**config.mk**
```make
export PLATFORM = sky130hd
export DESIGN_NAME = matrix_keypad_press_detector_core
export DESIGN_NICKNAME = d
export VERILOG_FILES = /design/src/rtl/mkpd_pkg.sv /design/src/rtl/matrix_keypad_press_detector_core.sv
export SDC_FILE = /design/constraint.sdc
export NUM_CORES = 1
export LEC_CHECK = 0
export BUFFER_PORTS_ARGS = -buffer_cell sky130_fd_sc_hd__buf_2
export CAP_MARGIN = 20
export CORE_ASPECT_RATIO = 1.2
export CORE_UTILIZATION = 65
export DETAILED_ROUTE_END_ITERATION = 12
export GPL_ROUTABILITY_DRIVEN = 0
export HOLD_SLACK_MARGIN = 0.12
export PLACE_DENSITY = 0.82
export SETUP_SLACK_MARGIN = 0.2
export SYNTH_ARGS = -nofsm -noshare
export SYNTH_HDL_FRONTEND = slang
export SYNTH_SLANG_ARGS = --single-unit
```
**constraint.sdc**
```tcl
create_clock -name clk -period 4.5 [get_ports clk]
set_input_delay 1.35 -clock clk [delete_from_list [all_inputs] [get_ports clk]]
set_output_delay 1.35 -clock clk [all_outputs]
set_load 0.01 [all_outputs]
```
**src/rtl/mkpd_pkg.sv**
```systemverilog
package mkpd_pkg;

    localparam int unsigned MAX_COLUMNS = 8;
    localparam int unsigned MAX_ROWS    = 8;
    localparam int unsigned TABLE_DEPTH = MAX_COLUMNS * MAX_ROWS;
    localparam int unsigned IDX_W       = $clog2(TABLE_DEPTH);
    localparam int unsigned COL_W       = $clog2(MAX_COLUMNS);
    localparam int unsigned ROW_W       = $clog2(MAX_ROWS);
    localparam int unsigned CODE_W      = 7;
    localparam int unsigned COUNT_W     = 4;
    localparam int unsigned LEVEL_W     = 8;

    typedef enum logic [1:0] {
        ACT_SCAN = 2'd0,
        ACT_LOAD = 2'd1,
        ACT_PEEK = 2'd2,
        ACT_READ = 2'd3
    } action_t;

    typedef enum logic [1:0] {
        KIND_PRESS = 2'd0,
        KIND_PEEK  = 2'd1,
        KIND_READ  = 2'd2
    } kind_t;

    typedef enum logic [1:0] {
        REG_COLUMN_COUNT = 2'd0,
        REG_ROW_COUNT    = 2'd1,
        REG_PUSH_MODE    = 2'd2
    } cfg_reg_t;

    typedef enum logic [2:0] {
        ST_IDLE,
        ST_REPLY,
        ST_SCAN,
        ST_FETCH,
        ST_FLUSH
    } state_t;

endpackage

```
**src/rtl/matrix_keypad_press_detector_core.sv**
```systemverilog
// Matrix keypad press detector core.
// A scan is accepted, visits each column in use in turn, passes through a fetch state for
// each press found, and ends in a flush state; a peek or a read goes through the reply state.
// One request at a time: no new request is taken until the last one has finished, and the
// single column walker reads each key's code through the code memory's registered port.
// Reset: rst_n clears every released flag to released, the holding register and its flag.
module matrix_keypad_press_detector_core
(
    input  logic        clk,
    input  logic        rst_n,
    // Slave stream: tdata = action[1:0], row[4:2], column_levels[12:5],
    // key_index[18:13], key_value[25:19], zero fill [31:26].
    input  logic        s_tvalid,
    output logic        s_tready,
    input  logic [31:0] s_tdata,
    // Master stream: tdata = code[6:0], available[7].
    output logic        m_tvalid,
    input  logic        m_tready,
    output logic [7:0]  m_tdata,
    // tuser = kind[1:0].
    output logic [1:0]  m_tuser,
    output logic        m_tlast,
    // Configuration write port.
    input  logic        cfg_wr_en,
    input  logic [1:0]  cfg_index,
    input  logic [3:0]  cfg_wdata
);

    localparam int unsigned IDX_W   = mkpd_pkg::IDX_W;
    localparam int unsigned COL_W   = mkpd_pkg::COL_W;
    localparam int unsigned ROW_W   = mkpd_pkg::ROW_W;
    localparam int unsigned CODE_W  = mkpd_pkg::CODE_W;
    localparam int unsigned COUNT_W = mkpd_pkg::COUNT_W;
    localparam int unsigned LEVEL_W = mkpd_pkg::LEVEL_W;
    localparam int unsigned DEPTH   = mkpd_pkg::TABLE_DEPTH;

    // Request fields as they sit in tdata.
    mkpd_pkg::action_t   in_action;
    logic [ROW_W-1:0]    in_row;
    logic [LEVEL_W-1:0]  in_levels;
    logic [IDX_W-1:0]    in_key_index;
    logic [CODE_W-1:0]   in_key_value;

    assign in_action    = mkpd_pkg::action_t'(s_tdata[1:0]);
    assign in_row       = s_tdata[4:2];
    assign in_levels    = s_tdata[12:5];
    assign in_key_index = s_tdata[18:13];
    assign in_key_value = s_tdata[25:19];

    logic s_accept;
    assign s_accept = s_tvalid && s_tready;

    // Configuration registers.
    logic [COUNT_W-1:0] column_count_reg;
    logic [COUNT_W-1:0] row_count_reg;
    logic               push_mode_reg;

    always_ff @(posedge clk or negedge rst_n)
    begin
        if (!rst_n)
        begin
            column_count_reg <= COUNT_W'(mkpd_pkg::MAX_COLUMNS);
            row_count_reg    <= COUNT_W'(mkpd_pkg::MAX_ROWS);
            push_mode_reg    <= 1'b0;
        end
        else if (cfg_wr_en)
        begin
            unique case (mkpd_pkg::cfg_reg_t'(cfg_index))
                mkpd_pkg::REG_COLUMN_COUNT: column_count_reg <= cfg_wdata;
                mkpd_pkg::REG_ROW_COUNT:    row_count_reg    <= cfg_wdata;
                mkpd_pkg::REG_PUSH_MODE:    push_mode_reg    <= cfg_wdata[0];
                default:                    ;
            endcase
        end
    end

    // Counts above the supported maximum saturate.
    logic [COUNT_W-1:0] ncols_sat;
    logic [COUNT_W-1:0] nrows_sat;
    assign ncols_sat = (column_count_reg > COUNT_W'(mkpd_pkg::MAX_COLUMNS))
                     ? COUNT_W'(mkpd_pkg::MAX_COLUMNS) : column_count_reg;
    assign nrows_sat = (row_count_reg > COUNT_W'(mkpd_pkg::MAX_ROWS))
                     ? COUNT_W'(mkpd_pkg::MAX_ROWS) : row_count_reg;

    // Key code memory: one write port for loads, one registered read port for the walker.
    logic [CODE_W-1:0] code_mem [DEPTH];
    logic [CODE_W-1:0] rd_data_reg;
    logic [IDX_W-1:0]  idx_reg;
    logic [IDX_W-1:0]  idx_next;

    always_ff @(posedge clk)
    begin
        if (s_accept && in_action == mkpd_pkg::ACT_LOAD)
        begin
            code_mem[in_key_index] <= in_key_value;
        end
        rd_data_reg <= code_mem[idx_reg];
    end

    // Sequencer state and working registers.
    mkpd_pkg::state_t    state_reg, state_next;
    mkpd_pkg::kind_t     kind_reg, kind_next;
    logic [COL_W-1:0]    col_reg, col_next;
    logic [COUNT_W-1:0]  ncols_reg, ncols_next;
    logic [LEVEL_W-1:0]  levels_reg, levels_next;
    logic [DEPTH-1:0]    released_reg, released_next;
    logic [CODE_W-1:0]   held_code_reg, held_code_next;
    logic                held_avail_reg, held_avail_next;

    // A found press waits here until the next press or the end of the row tells
    // whether it is the final result of the request.
    logic                stage_valid_reg, stage_valid_next;
    logic [CODE_W-1:0]   stage_code_reg, stage_code_next;

    // Output register.
    logic                out_valid_reg, out_valid_next;
    logic [CODE_W-1:0]   out_code_reg, out_code_next;
    logic                out_avail_reg, out_avail_next;
    mkpd_pkg::kind_t     out_kind_reg, out_kind_next;
    logic                out_last_reg, out_last_next;

    logic out_free;
    logic level;
    logic press;
    logic last_col;

    assign out_free = !out_valid_reg || m_tready;
    assign level    = levels_reg[col_reg];
    assign press    = !level && released_reg[idx_reg];
    assign last_col = ({1'b0, col_reg} + COUNT_W'(1)) == ncols_reg;

    always_ff @(posedge clk or negedge rst_n)
    begin
        if (!rst_n)
        begin
            state_reg       <= mkpd_pkg::ST_IDLE;
            released_reg    <= '1;
            held_code_reg   <= '0;
            held_avail_reg  <= 1'b0;
            stage_valid_reg <= 1'b0;
            out_valid_reg   <= 1'b0;
        end
        else
        begin
            state_reg       <= state_next;
            released_reg    <= released_next;
            held_code_reg   <= held_code_next;
            held_avail_reg  <= held_avail_next;
            stage_valid_reg <= stage_valid_next;
            out_valid_reg   <= out_valid_next;
        end
    end

    always_ff @(posedge clk)
    begin
        kind_reg       <= kind_next;
        col_reg        <= col_next;
        idx_reg        <= idx_next;
        ncols_reg      <= ncols_next;
        levels_reg     <= levels_next;
        stage_code_reg <= stage_code_next;
        out_code_reg   <= out_code_next;
        out_avail_reg  <= out_avail_next;
        out_kind_reg   <= out_kind_next;
        out_last_reg   <= out_last_next;
    end

    always_comb
    begin
        state_next       = state_reg;
        kind_next        = kind_reg;
        col_next         = col_reg;
        idx_next         = idx_reg;
        ncols_next       = ncols_reg;
        levels_next      = levels_reg;
        released_next    = released_reg;
        held_code_next   = held_code_reg;
        held_avail_next  = held_avail_reg;
        stage_valid_next = stage_valid_reg;
        stage_code_next  = stage_code_reg;
        out_valid_next   = out_valid_reg && !m_tready;
        out_code_next    = out_code_reg;
        out_avail_next   = out_avail_reg;
        out_kind_next    = out_kind_reg;
        out_last_next    = out_last_reg;
        s_tready         = 1'b0;

        unique case (state_reg)
            mkpd_pkg::ST_IDLE:
            begin
                s_tready = 1'b1;
                if (s_tvalid)
                begin
                    unique case (in_action)
                        mkpd_pkg::ACT_SCAN:
                        begin
                            col_next    = '0;
                            ncols_next  = ncols_sat;
                            levels_next = in_levels;
                            // Row base of the key index; the walker steps it by one.
                            idx_next    = IDX_W'(in_row) * IDX_W'(ncols_sat);
                            if ({1'b0, in_row} < nrows_sat && ncols_sat != '0)
                            begin
                                state_next = mkpd_pkg::ST_SCAN;
                            end
                        end
                        mkpd_pkg::ACT_LOAD:
                        begin
                            // The write itself happens in the memory block.
                        end
                        mkpd_pkg::ACT_PEEK:
                        begin
                            kind_next  = mkpd_pkg::KIND_PEEK;
                            state_next = mkpd_pkg::ST_REPLY;
                        end
                        mkpd_pkg::ACT_READ:
                        begin
                            kind_next  = mkpd_pkg::KIND_READ;
                            state_next = mkpd_pkg::ST_REPLY;
                        end
                        default:
                        begin
                        end
                    endcase
                end
            end

            mkpd_pkg::ST_REPLY:
            begin
                if (out_free)
                begin
                    out_valid_next = 1'b1;
                    out_code_next  = held_code_reg;
                    out_avail_next = held_avail_reg;
                    out_kind_next  = kind_reg;
                    out_last_next  = 1'b1;
                    if (kind_reg == mkpd_pkg::KIND_READ)
                    begin
                        held_avail_next = 1'b0;
                    end
                    state_next = mkpd_pkg::ST_IDLE;
                end
            end

            mkpd_pkg::ST_SCAN:
            begin
                // The key's flag follows the level; its code is read this same cycle.
                released_next[idx_reg] = level;
                if (press)
                begin
                    state_next = mkpd_pkg::ST_FETCH;
                end
                else
                begin
                    col_next   = col_reg + COL_W'(1);
                    idx_next   = idx_reg + IDX_W'(1);
                    state_next = last_col ? mkpd_pkg::ST_FLUSH : mkpd_pkg::ST_SCAN;
                end
            end

            mkpd_pkg::ST_FETCH:
            begin
                if (!push_mode_reg)
                begin
                    held_code_next  = rd_data_reg;
                    held_avail_next = 1'b1;
                    col_next        = col_reg + COL_W'(1);
                    idx_next        = idx_reg + IDX_W'(1);
                    state_next      = last_col ? mkpd_pkg::ST_FLUSH : mkpd_pkg::ST_SCAN;
                end
                else if (!stage_valid_reg || out_free)
                begin
                    if (stage_valid_reg)
                    begin
                        out_valid_next = 1'b1;
                        out_code_next  = stage_code_reg;
                        out_avail_next = held_avail_reg;
                        out_kind_next  = mkpd_pkg::KIND_PRESS;
                        out_last_next  = 1'b0;
                    end
                    stage_valid_next = 1'b1;
                    stage_code_next  = rd_data_reg;
                    col_next         = col_reg + COL_W'(1);
                    idx_next         = idx_reg + IDX_W'(1);
                    state_next       = last_col ? mkpd_pkg::ST_FLUSH : mkpd_pkg::ST_SCAN;
                end
            end

            mkpd_pkg::ST_FLUSH:
            begin
                if (!stage_valid_reg)
                begin
                    state_next = mkpd_pkg::ST_IDLE;
                end
                else if (out_free)
                begin
                    out_valid_next   = 1'b1;
                    out_code_next    = stage_code_reg;
                    out_avail_next   = held_avail_reg;
                    out_kind_next    = mkpd_pkg::KIND_PRESS;
                    out_last_next    = 1'b1;
                    stage_valid_next = 1'b0;
                    state_next       = mkpd_pkg::ST_IDLE;
                end
            end

            default:
            begin
                state_next = mkpd_pkg::ST_IDLE;
            end
        endcase
    end

    assign m_tvalid = out_valid_reg;
    assign m_tdata  = {out_avail_reg, out_code_reg};
    assign m_tuser  = out_kind_reg;
    assign m_tlast  = out_last_reg;

`ifndef SYNTHESIS
    // A staged press never outlives its scan.
    assert property (@(posedge clk) disable iff (!rst_n)
        state_reg == mkpd_pkg::ST_IDLE |-> !stage_valid_reg)
        else $error("staged press left behind after scan");

    // Presses are staged only for push mode.
    assert property (@(posedge clk) disable iff (!rst_n)
        stage_valid_reg |-> push_mode_reg)
        else $error("press staged in buffer mode");

    // The column walker stays inside the columns in use.
    assert property (@(posedge clk) disable iff (!rst_n)
        (state_reg == mkpd_pkg::ST_SCAN || state_reg == mkpd_pkg::ST_FETCH)
        |-> ({1'b0, col_reg} < ncols_reg))
        else $error("column walker beyond the columns in use");
`endif

endmodule
```
==> metrics, run 1 <==
Post-synth EDFFs 489; YS warnings 0; max reg flops 448; H-tree depth 2; largest net degree at the start of global routing 75; outcome completed; Worst-path clk slew 60 ps; worst-path fanout max 42; Synth Area per Inst 15.3 um^2; layout cells sized above 1 22.3%; Synth top cells by count edfxtp_1 (489), nor2_1 (112), mux2_2 (70); synth top area cells edfxtp_1 (61%), dfstp_2 (7.2%), mux2_2 (3.3%), mux4_2 (2.8%), a221oi_1 (2.5%); count leader, synth edfxtp_1; Post-Syn Instances 1583; Die X 178 um; #FFs+latches synth 582; row cnt 77; pins over their slew limit 0; Vias/cell 7.18; drc violations 0; fillers 2153; area of the multi-input gates 6500 um^2; Max Fclk 290 MHz; Net count, final 1680; Pre-Repair DR Iteration Count 6; clk_skew 15.5 ps; synth unique cells 66; CTS tree built; wire length per cell 29.5 um; initial antenna violation count 1; Peak VDD IR 0.592 mV; drt total wl 63400 um; initial drt markers 2167; CP Launch Type flip-flop; gr usage total 34.1%; die area 38000 um^2; synthesized netlist net count 1638; post-CTS sizing 0; most frequent CP cell buf_4; Placement Setup Slack 742 ps; FF+latch area 17100 um^2; top cell type's share of synthesized area 60.7%; clk_lat worst skew 620 ps; crit path DAT 3710 ps; Clock Path Buffers 3; slowest CP cell buf_4; first-pass GRT wire length 93500 um; Clock Sinks 582; crit-path max cell delay 530 ps; CP Data Required Time 4750 ps; die extent in y 213 um; setup bufs post-CTS 0; TritonCTS Buffers 55; final setup vio count 0; hpwl dp 38600 um; Crit. End Element flip-flop; Yosys top cell by area edfxtp_1; critical path class flip-flop to flip-flop; Worst Hold Class flip-flop to flip-flop; CP Cell Sequence buf_4, nor2b_2, buf_4, a31oi_1, a31oi_1, a2111oi_0, buf_4, a211o_1, and2_1; RSZ-0062 raised after global routing false; core area 36700 um^2; Cell Pwr Density 628 nW/um^2; vias in the first global route 15.3k; async set or reset register ratio after synthesis 14.8%; WP buf/inv 3; Final Hold Vio Count 0; Final WS setup 1050 ps; Mapped Area 24200 um^2; Initial Util 65.9%; gr ovfl total 0; area grow syn2layout 11.0%; worst setup path startpoint idx_reg[2]$_DFFE_PP_; slew at the pin closest to its max-slew limit 1250 ps; Max Cap Viol 0; Pleak 8.92 nW; IO Port Bufs 49; post-route ant nets 0; ant diodes 0; commonest register cell after synthesis edfxtp_1; Largest delay share family, worst path buffers and inverters; fin crit period 3450 ps; via count 15.4k; cts hold-fix bufs 0; Ports 56; period utilisation layout 76.7%; register area share after synthesis 70.6%; Hold Path Origin rd_data_reg[5]$_DFF_P_; Setup TNS Final 0 ps; Relative slew margins 16.2%; Critical R2R Launch idx_reg[2]$_DFFE_PP_; CTS root buf clkbuf_16
cells in the final DEF, fill, tap and decap left out, types with 6 or more instances in the layout:
cell type | synthesis | final
mux2_2 | 70 | 70
dfxtp_1 | 7 | 7
bufinv_16 | 0 | 10
mux2i_1 | 53 | 52
clkinvlp_4 | 0 | 6
nand2b_1 | 9 | 9
buf_4 | 15 | 52
buf_2 | 28 | 48
clkbuf_16 | 0 | 55
nand3_1 | 16 | 16
and2_1 | 17 | 17
dfrtp_1 | 20 | 20
a22o_1 | 7 | 7
nand2_1 | 57 | 57
a31oi_1 | 49 | 49
nor2b_1 | 19 | 17
o21ai_0 | 56 | 56
clkinv_2 | 0 | 8
nor2_1 | 112 | 111
o22ai_1 | 30 | 30
a211oi_1 | 6 | 6
a221o_1 | 8 | 8
dfstp_2 | 66 | 66
nand3b_1 | 16 | 16
and3_1 | 7 | 7
o31ai_1 | 26 | 26
a32oi_1 | 6 | 6
or3b_2 | 6 | 6
a21oi_1 | 68 | 68
ha_1 | 9 | 9
clkbuf_1 | 60 | 8
mux4_2 | 30 | 30
edfxtp_1 | 489 | 489
nor3_1 | 8 | 8
clkinv_1 | 0 | 9
xnor2_1 | 6 | 6
a22oi_1 | 31 | 31
a221oi_1 | 69 | 69
inv_1 | 13 | 13
worst reg2reg max path, cell delays in order (launching register included):
cell and delay, ps:
edfxtp_1 440, buf_4 530, nor2b_2 250, buf_4 260
a31oi_1 190, a31oi_1 120, a2111oi_0 530, buf_4 220
a211o_1 160, and2_1 410
stage by stage:
step                      area (um^2)  instances  utilization (%)  hold WS, ps  total power, W
final                           26800       2145             73.1          439          0.0169
after global routing            26800       2145             73.1          454          0.0173
after CTS                       26800       2142             72.9          435          0.0167
after detailed placement        24900       2039             67.8          419          0.0118
after global placement          24900       2039             67.8          410          0.0117
after floorplan                 24200       1583                -          403          0.0101
path summary, 6_finish.rpt:
| check | endpoint | slack, ps | cells after the start |
|---|---|---|---|
| setup / recovery | col_reg[1]$_SDFFCE_PP0P_ | 1050 | 9 |
| hold / removal | stage_code_reg[5]$_DFFE_PP_ | 440 | 0 |
| setup reg to reg | col_reg[1]$_SDFFCE_PP0P_ | 1050 | 9 |
| hold reg to reg | stage_code_reg[5]$_DFFE_PP_ | 440 | 0 |
| max in group asynchronous | released_reg[29]$_DFFE_PN1P_ | 2760 | 2 |
| min in group asynchronous | column_count_reg[1]$_DFFE_PN0P_ | 880 | 1 |
kinds of logic (layout without fill, tap and decap cells):
group	Yosys count	in the layout	share of synthesized area, %
and+or+nand+nor	299	299	6.20
AOI/OAI and AO/OA	393	393	11.2
buffers and inverters	133	221	2.66
muxes	154	154	8.31
xor gates and xnor gates	10	10	0.362
adders and majority gates	12	12	0.714
DFF	582	582	70.6
final cells by class:
type,count,area share [%]
clock buffers,64,5.29
multi-input cells,868,24.2
clock inverters,39,1.79
well taps,474,2.21
repair buffers,105,2.75
flip-flops and latches,582,63.6
inverters,13,0.182
routing by layer:
metal  part of all wire, %  vias to the layer above  wire length [um]  GRT usage [%]
li1                      -                     6367                 -              -
met1                    33                     7591             21200           42.2
met2                    49                     1174             30700           54.9
met3                    12                      271              7290           7.71
met4                   6.5                        0              4120           20.5
met5                     0                        -                 0              0
power by group:
| part | switching [W] | internal (W) |
|---|---|---|
| Combinational | 0.00339 | 0.00180 |
| Sequential | 0.000331 | 0.00644 |
| Clock | 0.00205 | 0.00285 |
| Total | 0.00577 | 0.0111 |
(Power assumes the default switching activity.)
==> run 2, diff against run 1 <==
--- a/config.mk
+++ b/config.mk
@@ -8,11 +8,11 @@
 export BUFFER_PORTS_ARGS = -buffer_cell sky130_fd_sc_hd__buf_2
 export CAP_MARGIN = 20
 export CORE_ASPECT_RATIO = 1.2
-export CORE_UTILIZATION = 65
+export CORE_UTILIZATION = 62
 export DETAILED_ROUTE_END_ITERATION = 12
 export GPL_ROUTABILITY_DRIVEN = 0
 export HOLD_SLACK_MARGIN = 0.12
-export PLACE_DENSITY = 0.82
+export PLACE_DENSITY = 0.79
 export SETUP_SLACK_MARGIN = 0.2
 export SYNTH_ARGS = -nofsm -noshare
 export SYNTH_HDL_FRONTEND = slang
==> constraint.sdc (replaced) <==
create_clock -name clk -period 3.3 [get_ports clk]
set_input_delay 0.99 -clock clk [delete_from_list [all_inputs] [get_ports clk]]
set_output_delay 0.99 -clock clk [all_outputs]
set_load 0.01 [all_outputs]
==> run 2 against run 1 <==
Maximum frequency rose by 11%. Wire length rose by 1.1%. Final area rose by 3.0%. Non-clock buffer count rose by 108. Count of clock-buffer cells in the layout did not move. Critical path type unchanged.
==> metrics, run 2 (same netlist as run 1, synthesis figures left out) <==
CTS root buf clkbuf_16; fin crit period 3100 ps (-352 ps); drc violations 0 (unchanged); Initial Util 63.3% (-2.5 points); crit-path max cell delay 850 ps (+320 ps); area grow syn2layout 14.3%; TritonCTS Buffers 54 (-1.8%); Crit. End Element flip-flop; post-route ant nets 0 (unchanged); die area 39800 um^2 (+4.8%); internal power 0.0151 W (+36%); Die X 182 um (+2.4%); first-pass GRT wire length 96000 um (+2.6%); NetSw 0.00796 W (+38%); gr usage total 33.1% (-0.93 points); clk_lat worst skew 620 ps (about the same); drt total wl 64100 um (+1.1%); Net count, final 1787 (+6.4%); crit path DAT 3590 ps (-120 ps); Vias/cell 6.88 (-4.1%); Pre-Repair DR Iteration Count 6 (unchanged); initial antenna violation count 1 (unchanged); slowest CP cell nor2b_1; critical path class flip-flop to flip-flop; CP Cell Sequence buf_12, buf_4, nor2b_1, buf_4, a221oi_1, a21oi_1, o21ai_0, buf_4, o2111ai_1, a311o_1; Peak VDD IR 0.665 mV (+12%); hpwl dp 41100 um (+6.4%); CP Launch Type flip-flop; final setup vio count 0 (unchanged); outcome completed; Cell Pwr Density 835 nW/um^2 (+33%); Reg power frac 39.4% (-0.7 points); die extent in y 218 um (+2.4%); Pleak 9.44 nW (+5.8%); IO Port Bufs 49 (unchanged); Final Hold Vio Count 0 (unchanged); design area 27600 um^2 (+3.0%); CP Data Required Time 3790 ps (-960 ps); pins over their slew limit 0 (unchanged); Max Cap Viol 0 (unchanged); row cnt 78 (+1.3%); CTS tree built; setup bufs post-CTS 0 (unchanged); Clock Path Buffers 3 (unchanged); most common cell after layout, fill and taps aside edfxtp_1; period utilisation layout 93.9% (+17 points); Setup TNS Final 0 ps (unchanged); PnR Total Power 0.0231 W (+37%); largest net degree at the start of global routing 65 (-13%); most frequent CP cell buf_4; wire length per cell 28.0 um (-5.4%); Clock Sinks 582 (unchanged); cts hold-fix bufs 0 (unchanged); via count 15.8k (+2.4%); RSZ-0062 raised after global routing false; clock network power share 27.0% (-2.1 points); Worst-path clk slew 70 ps (about the same); ant diodes 0 (unchanged); core area 38200 um^2 (+4.0%); Ports 56 (unchanged); Worst Hold Class primary input to async pin; H-tree depth 2 (unchanged); Relative slew margins 9.40% (-6.8 points); clk_skew 25.6 ps (+10.1 ps); dpl cell area 25900 um^2 (+4.0%); max reg flops 448 (unchanged); initial drt markers 2380 (+9.8%); slew at the pin closest to its max-slew limit 1360 ps (+101 ps); vias in the first global route 15.6k (+2.1%); worst-path fanout max 29 (-31%); layout cells sized above 1 27.0% (+4.8 points); combinational share of power 33.5% (+2.7 points); most frequent cells in the layout edfxtp_1 (489), buf_4 (155), nor2_1 (111); Max Fclk 323 MHz (+11%); gr ovfl total 0 (unchanged); Sw Ratio 34.5% (+0.27 points)
## run 2: cell types whose count changed in the layout (fill, tap and decap cells not counted), moves of 2 or more
cell / previous run / this run
a22oi_1: 31 / 29
a22oi_2: 0 / 2
buf_12: 4 / 10
buf_4: 52 / 155
bufinv_16: 10 / 6
nor2b_1: 17 / 15
nor3_1: 8 / 5
nor3_2: 0 / 3
## run 2: power groups by stage
stage	registers (W)	logic, W	clock network (W)
6_report	0.00910	0.00774	0.00623
3_3_place_gp	0.00920	0.00718	0
2_1_floorplan	0.00914	0.00459	0
4_1_cts	0.00910	0.00739	0.00625
5_1_grt	0.00915	0.00802	0.00653
3_5_place_dp	0.00924	0.00733	0
## run 2: worst max-delay path, delay by kind of cell, from the launching register on
family / cells / cell delay (ps)
compound gates: 5 / 750
buf+inv: 4 / 920
flops: 1 / 430
simple gates: 1 / 850
## run 2: worst paths after layout
| check | start | end | slack [ps] | cells after the start |
|---|---|---|---|---|
| worst max-delay path | idx_reg[0]$_DFFE_PP_ | rd_data_reg[6]$_DFF_P_ | 200 | 10 |
| worst min-delay path | rst_n | column_count_reg[2]$_DFFE_PN0P_ | 370 | 1 |
| worst max register to register | idx_reg[0]$_DFFE_PP_ | rd_data_reg[6]$_DFF_P_ | 200 | 10 |
| worst min register to register | rd_data_reg[1]$_DFF_P_ | stage_code_reg[1]$_DFFE_PP_ | 440 | 0 |
| max in group asynchronous | rst_n | released_reg[20]$_DFFE_PN1P_ | 2090 | 2 |
| min in group clk | rd_data_reg[1]$_DFF_P_ | stage_code_reg[1]$_DFFE_PP_ | 440 | 0 |
## run 2: what timing repair did
action	4_1_cts	5_1_grt
endpoints found under the setup margin	0	11
endpoints found under the hold margin	0	0
resized for setup	0	4
## run 2: layer usage
metal	vias to the layer above	share of wire (%)	wire length (um)	global-route usage [%]
li1	6576	-	-	-
met1	7741	34	22000	41.8
met2	1154	48	30600	53.5
met3	304	11	7290	6.93
met4	2	6.6	4210	19.2
met5	-	0.020	13	0.375
## run 2: layout make-up
| cell class | instances | area (um^2) |
|---|---|---|
| inverters | 13 | 48.8 |
| multi-input cells | 868 | 6530 |
| well taps | 520 | 651 |
| repair buffers | 213 | 1600 |
| clock buffers | 64 | 1420 |
| clock inverters | 32 | 323 |
| flip-flops and latches | 582 | 17100 |
| fillers | 2288 | 10500 |
## run 2: through the flow
step           hold slack [ps]  cells  utilization [%]  setup WS [ps]
6_report                   372   2292             72.4            200
5_1_grt                    410   2292             72.4            231
4_1_cts                    375   2292             72.4            228
3_5_place_dp               424   2196             67.8            273
3_3_place_gp               410   2196             67.8            264
2_1_floorplan              403   1583                -            554
==> run 3, diff against run 2 <==
--- a/config.mk
+++ b/config.mk
@@ -12,6 +12,7 @@
 export DETAILED_ROUTE_END_ITERATION = 12
 export GPL_ROUTABILITY_DRIVEN = 0
 export HOLD_SLACK_MARGIN = 0.12
+export MAX_ROUTING_LAYER = met4
 export PLACE_DENSITY = 0.79
 export SETUP_SLACK_MARGIN = 0.2
 export SYNTH_ARGS = -nofsm -noshare
==> run 3 against run 2 <==
Clock power about the same. Register-to-register slack better by 40 ps. Via count increased by 0.10%. Sequential power is essentially flat. Critical endpoint unchanged. Critical path type unchanged. Non-clock buffer count is the same. Die area is the same. Count of clock-buffer cells in the layout unchanged.
==> metrics, run 3 (same netlist as run 1, synthesis figures left out) <==
largest net degree at the start of global routing 65 (unchanged); critical path depth 9 (-1); H-tree depth 2 (unchanged); Initial Util 63.3% (unchanged); CTS tree built; CP Data Required Time 3790 ps (about the same); clk_lat worst skew 620 ps (about the same); CP Launch Type flip-flop; area of the multi-input gates 6520 um^2 (-0.15%); WP buf/inv 3 (-1); initial drt markers 2445 (+2.7%); drc violations 0 (unchanged); layout cells sized above 1 26.9% (-0.11 points); Worst Hold Class primary input to async pin; die extent in y 218 um (unchanged); CP Cell Sequence buf_12, buf_4, nor2_1, buf_4, a22oi_1, o221ai_1, nand2_1, o2111ai_1, a311o_1; RSZ-0062 raised after global routing false; Final Hold Vio Count 0 (unchanged); hpwl dp 41100 um (unchanged); initial antenna violation count 2 (+1); Pleak 9.44 nW (about the same); critical path class flip-flop to flip-flop; Cell Pwr Density 834 nW/um^2 (-0.18%); final setup vio count 0 (unchanged); WHS 375 ps (+3.49 ps); reg2reg path depth 9 (-1); period utilisation layout 92.9% (-1.1 points); row cnt 78 (unchanged); Max Cap Viol 0 (unchanged); Clock Path Buffers 3 (unchanged); outcome completed; Crit. End Element flip-flop; Setup TNS Final 0 ps (unchanged); IO Port Bufs 49 (unchanged); most frequent CP cell buf_4; Peak VDD IR 0.665 mV (about the same); Relative slew margins 21.4% (+12 points); worst-path fanout max 19 (-34%); most frequent cells in the layout edfxtp_1 (489), buf_4 (155), nor2_1 (111); fillers 2286 (-0.087%); vias in the first global route 15.6k (-0.27%); via count 15.8k (+0.10%); die area 39800 um^2 (unchanged); fin crit period 3060 ps (-35.2 ps); slew at the pin closest to its max-slew limit 1180 ps (-180 ps); Clock Sinks 582 (unchanged); wire length per cell 27.9 um (about the same); Ports 56 (unchanged); core area 38200 um^2 (unchanged); pins over their slew limit 0 (unchanged); max reg flops 448 (unchanged); Pre-Repair DR Iteration Count 8 (+2); Net count, final 1787 (unchanged); drt total wl 64100 um (about the same); CTS root buf clkbuf_16; crit-path max cell delay 600 ps (-250 ps); Largest delay share family, worst path compound AO/OA/AOI/OAI gates; Worst-path clk slew 70 ps (about the same); crit path DAT 3550 ps (-40 ps); first-pass GRT wire length 96000 um (about the same); slowest CP cell nor2_1; setup bufs post-CTS 0 (unchanged); clk_skew 21.7 ps (-3.96 ps); Core Util, Final 72.4% (about the same); PnR Total Power 0.0230 W (-0.20%); area grow syn2layout 14.3% (about the same); most common cell after layout, fill and taps aside edfxtp_1; gr usage total 34.1% (+1.0 points); Die X 182 um (unchanged); post-route ant nets 0 (unchanged); Max Fclk 326 MHz (+1.1%); FF+latch area 17100 um^2 (unchanged); Worst R2R Setup Slack 240 ps (+40 ps); TritonCTS Buffers 54 (unchanged); Vias/cell 6.88 (about the same); gr ovfl total 0 (unchanged)
run 3: cell count changes in the layout (fill, tap and decap cells not counted), sizes merged:
cell	change
diode	+2
run 3: power by group:
part / switching, W / total, W / internal (W)
logic: 0.00491 / 0.00771 / 0.00280
clock network: 0.00268 / 0.00622 / 0.00353
registers: 0.000326 / 0.00910 / 0.00878
total: 0.00792 / 0.0230 / 0.0151
run 3: final timing paths:
path                                        startpoint                              end
worst max-delay path              idx_reg[2]$_DFFE_PP_           rd_data_reg[6]$_DFF_P_
worst min-delay path                             rst_n  column_count_reg[1]$_DFFE_PN0P_
worst max register to register    idx_reg[2]$_DFFE_PP_           rd_data_reg[6]$_DFF_P_
worst min register to register  rd_data_reg[1]$_DFF_P_      stage_code_reg[1]$_DFFE_PP_
max in group asynchronous                        rst_n     released_reg[20]$_DFFE_PN1P_
min in group clk                rd_data_reg[1]$_DFF_P_      stage_code_reg[1]$_DFFE_PP_
run 3: what timing repair did:
item,in CTS,in global routing
gates resized for setup,0,2
hold buffers,0,0
endpoints found under the setup margin,0,10
run 3: worst register-to-register path, cell delays in order (launching register included):
cell and delay, ps:
edfxtp_1 410, buf_12 180, buf_4 250, nor2_1 610
buf_4 300, a22oi_1 90, o221ai_1 500, nand2_1 110
o2111ai_1 130, a311o_1 360
run 3: stage by stage:
stage | instances | setup WS (ps) | cell area, um^2
2_1_floorplan | 1583 | 554 | 24200
3_3_place_gp | 2196 | 264 | 25900
3_5_place_dp | 2196 | 273 | 25900
4_1_cts | 2292 | 228 | 27600
5_1_grt | 2294 | 243 | 27600
6_report | 2294 | 235 | 27600
run 3: area by class of cell:
type                       count  area share, %
sequential                   582           61.7
timing repair buffer         213           5.81
inverter                      13          0.177
antenna                        2         0.0181
multi-input combinational    868           23.6
tap                          520           2.35
clock inverter                32           1.17
clock buffer                  64           5.14
run 3: routing by layer:
| layer | vias to the layer above | track usage [%] | routed length, um |
|---|---|---|---|
| met3 | 310 | 6.65 | 7020 |
| met1 | 7809 | 41.9 | 22200 |
| met2 | 1102 | 53.4 | 30800 |
| met5 | - | - | 0 |
| met4 | 0 | 19.7 | 4130 |
| li1 | 6572 | - | - |
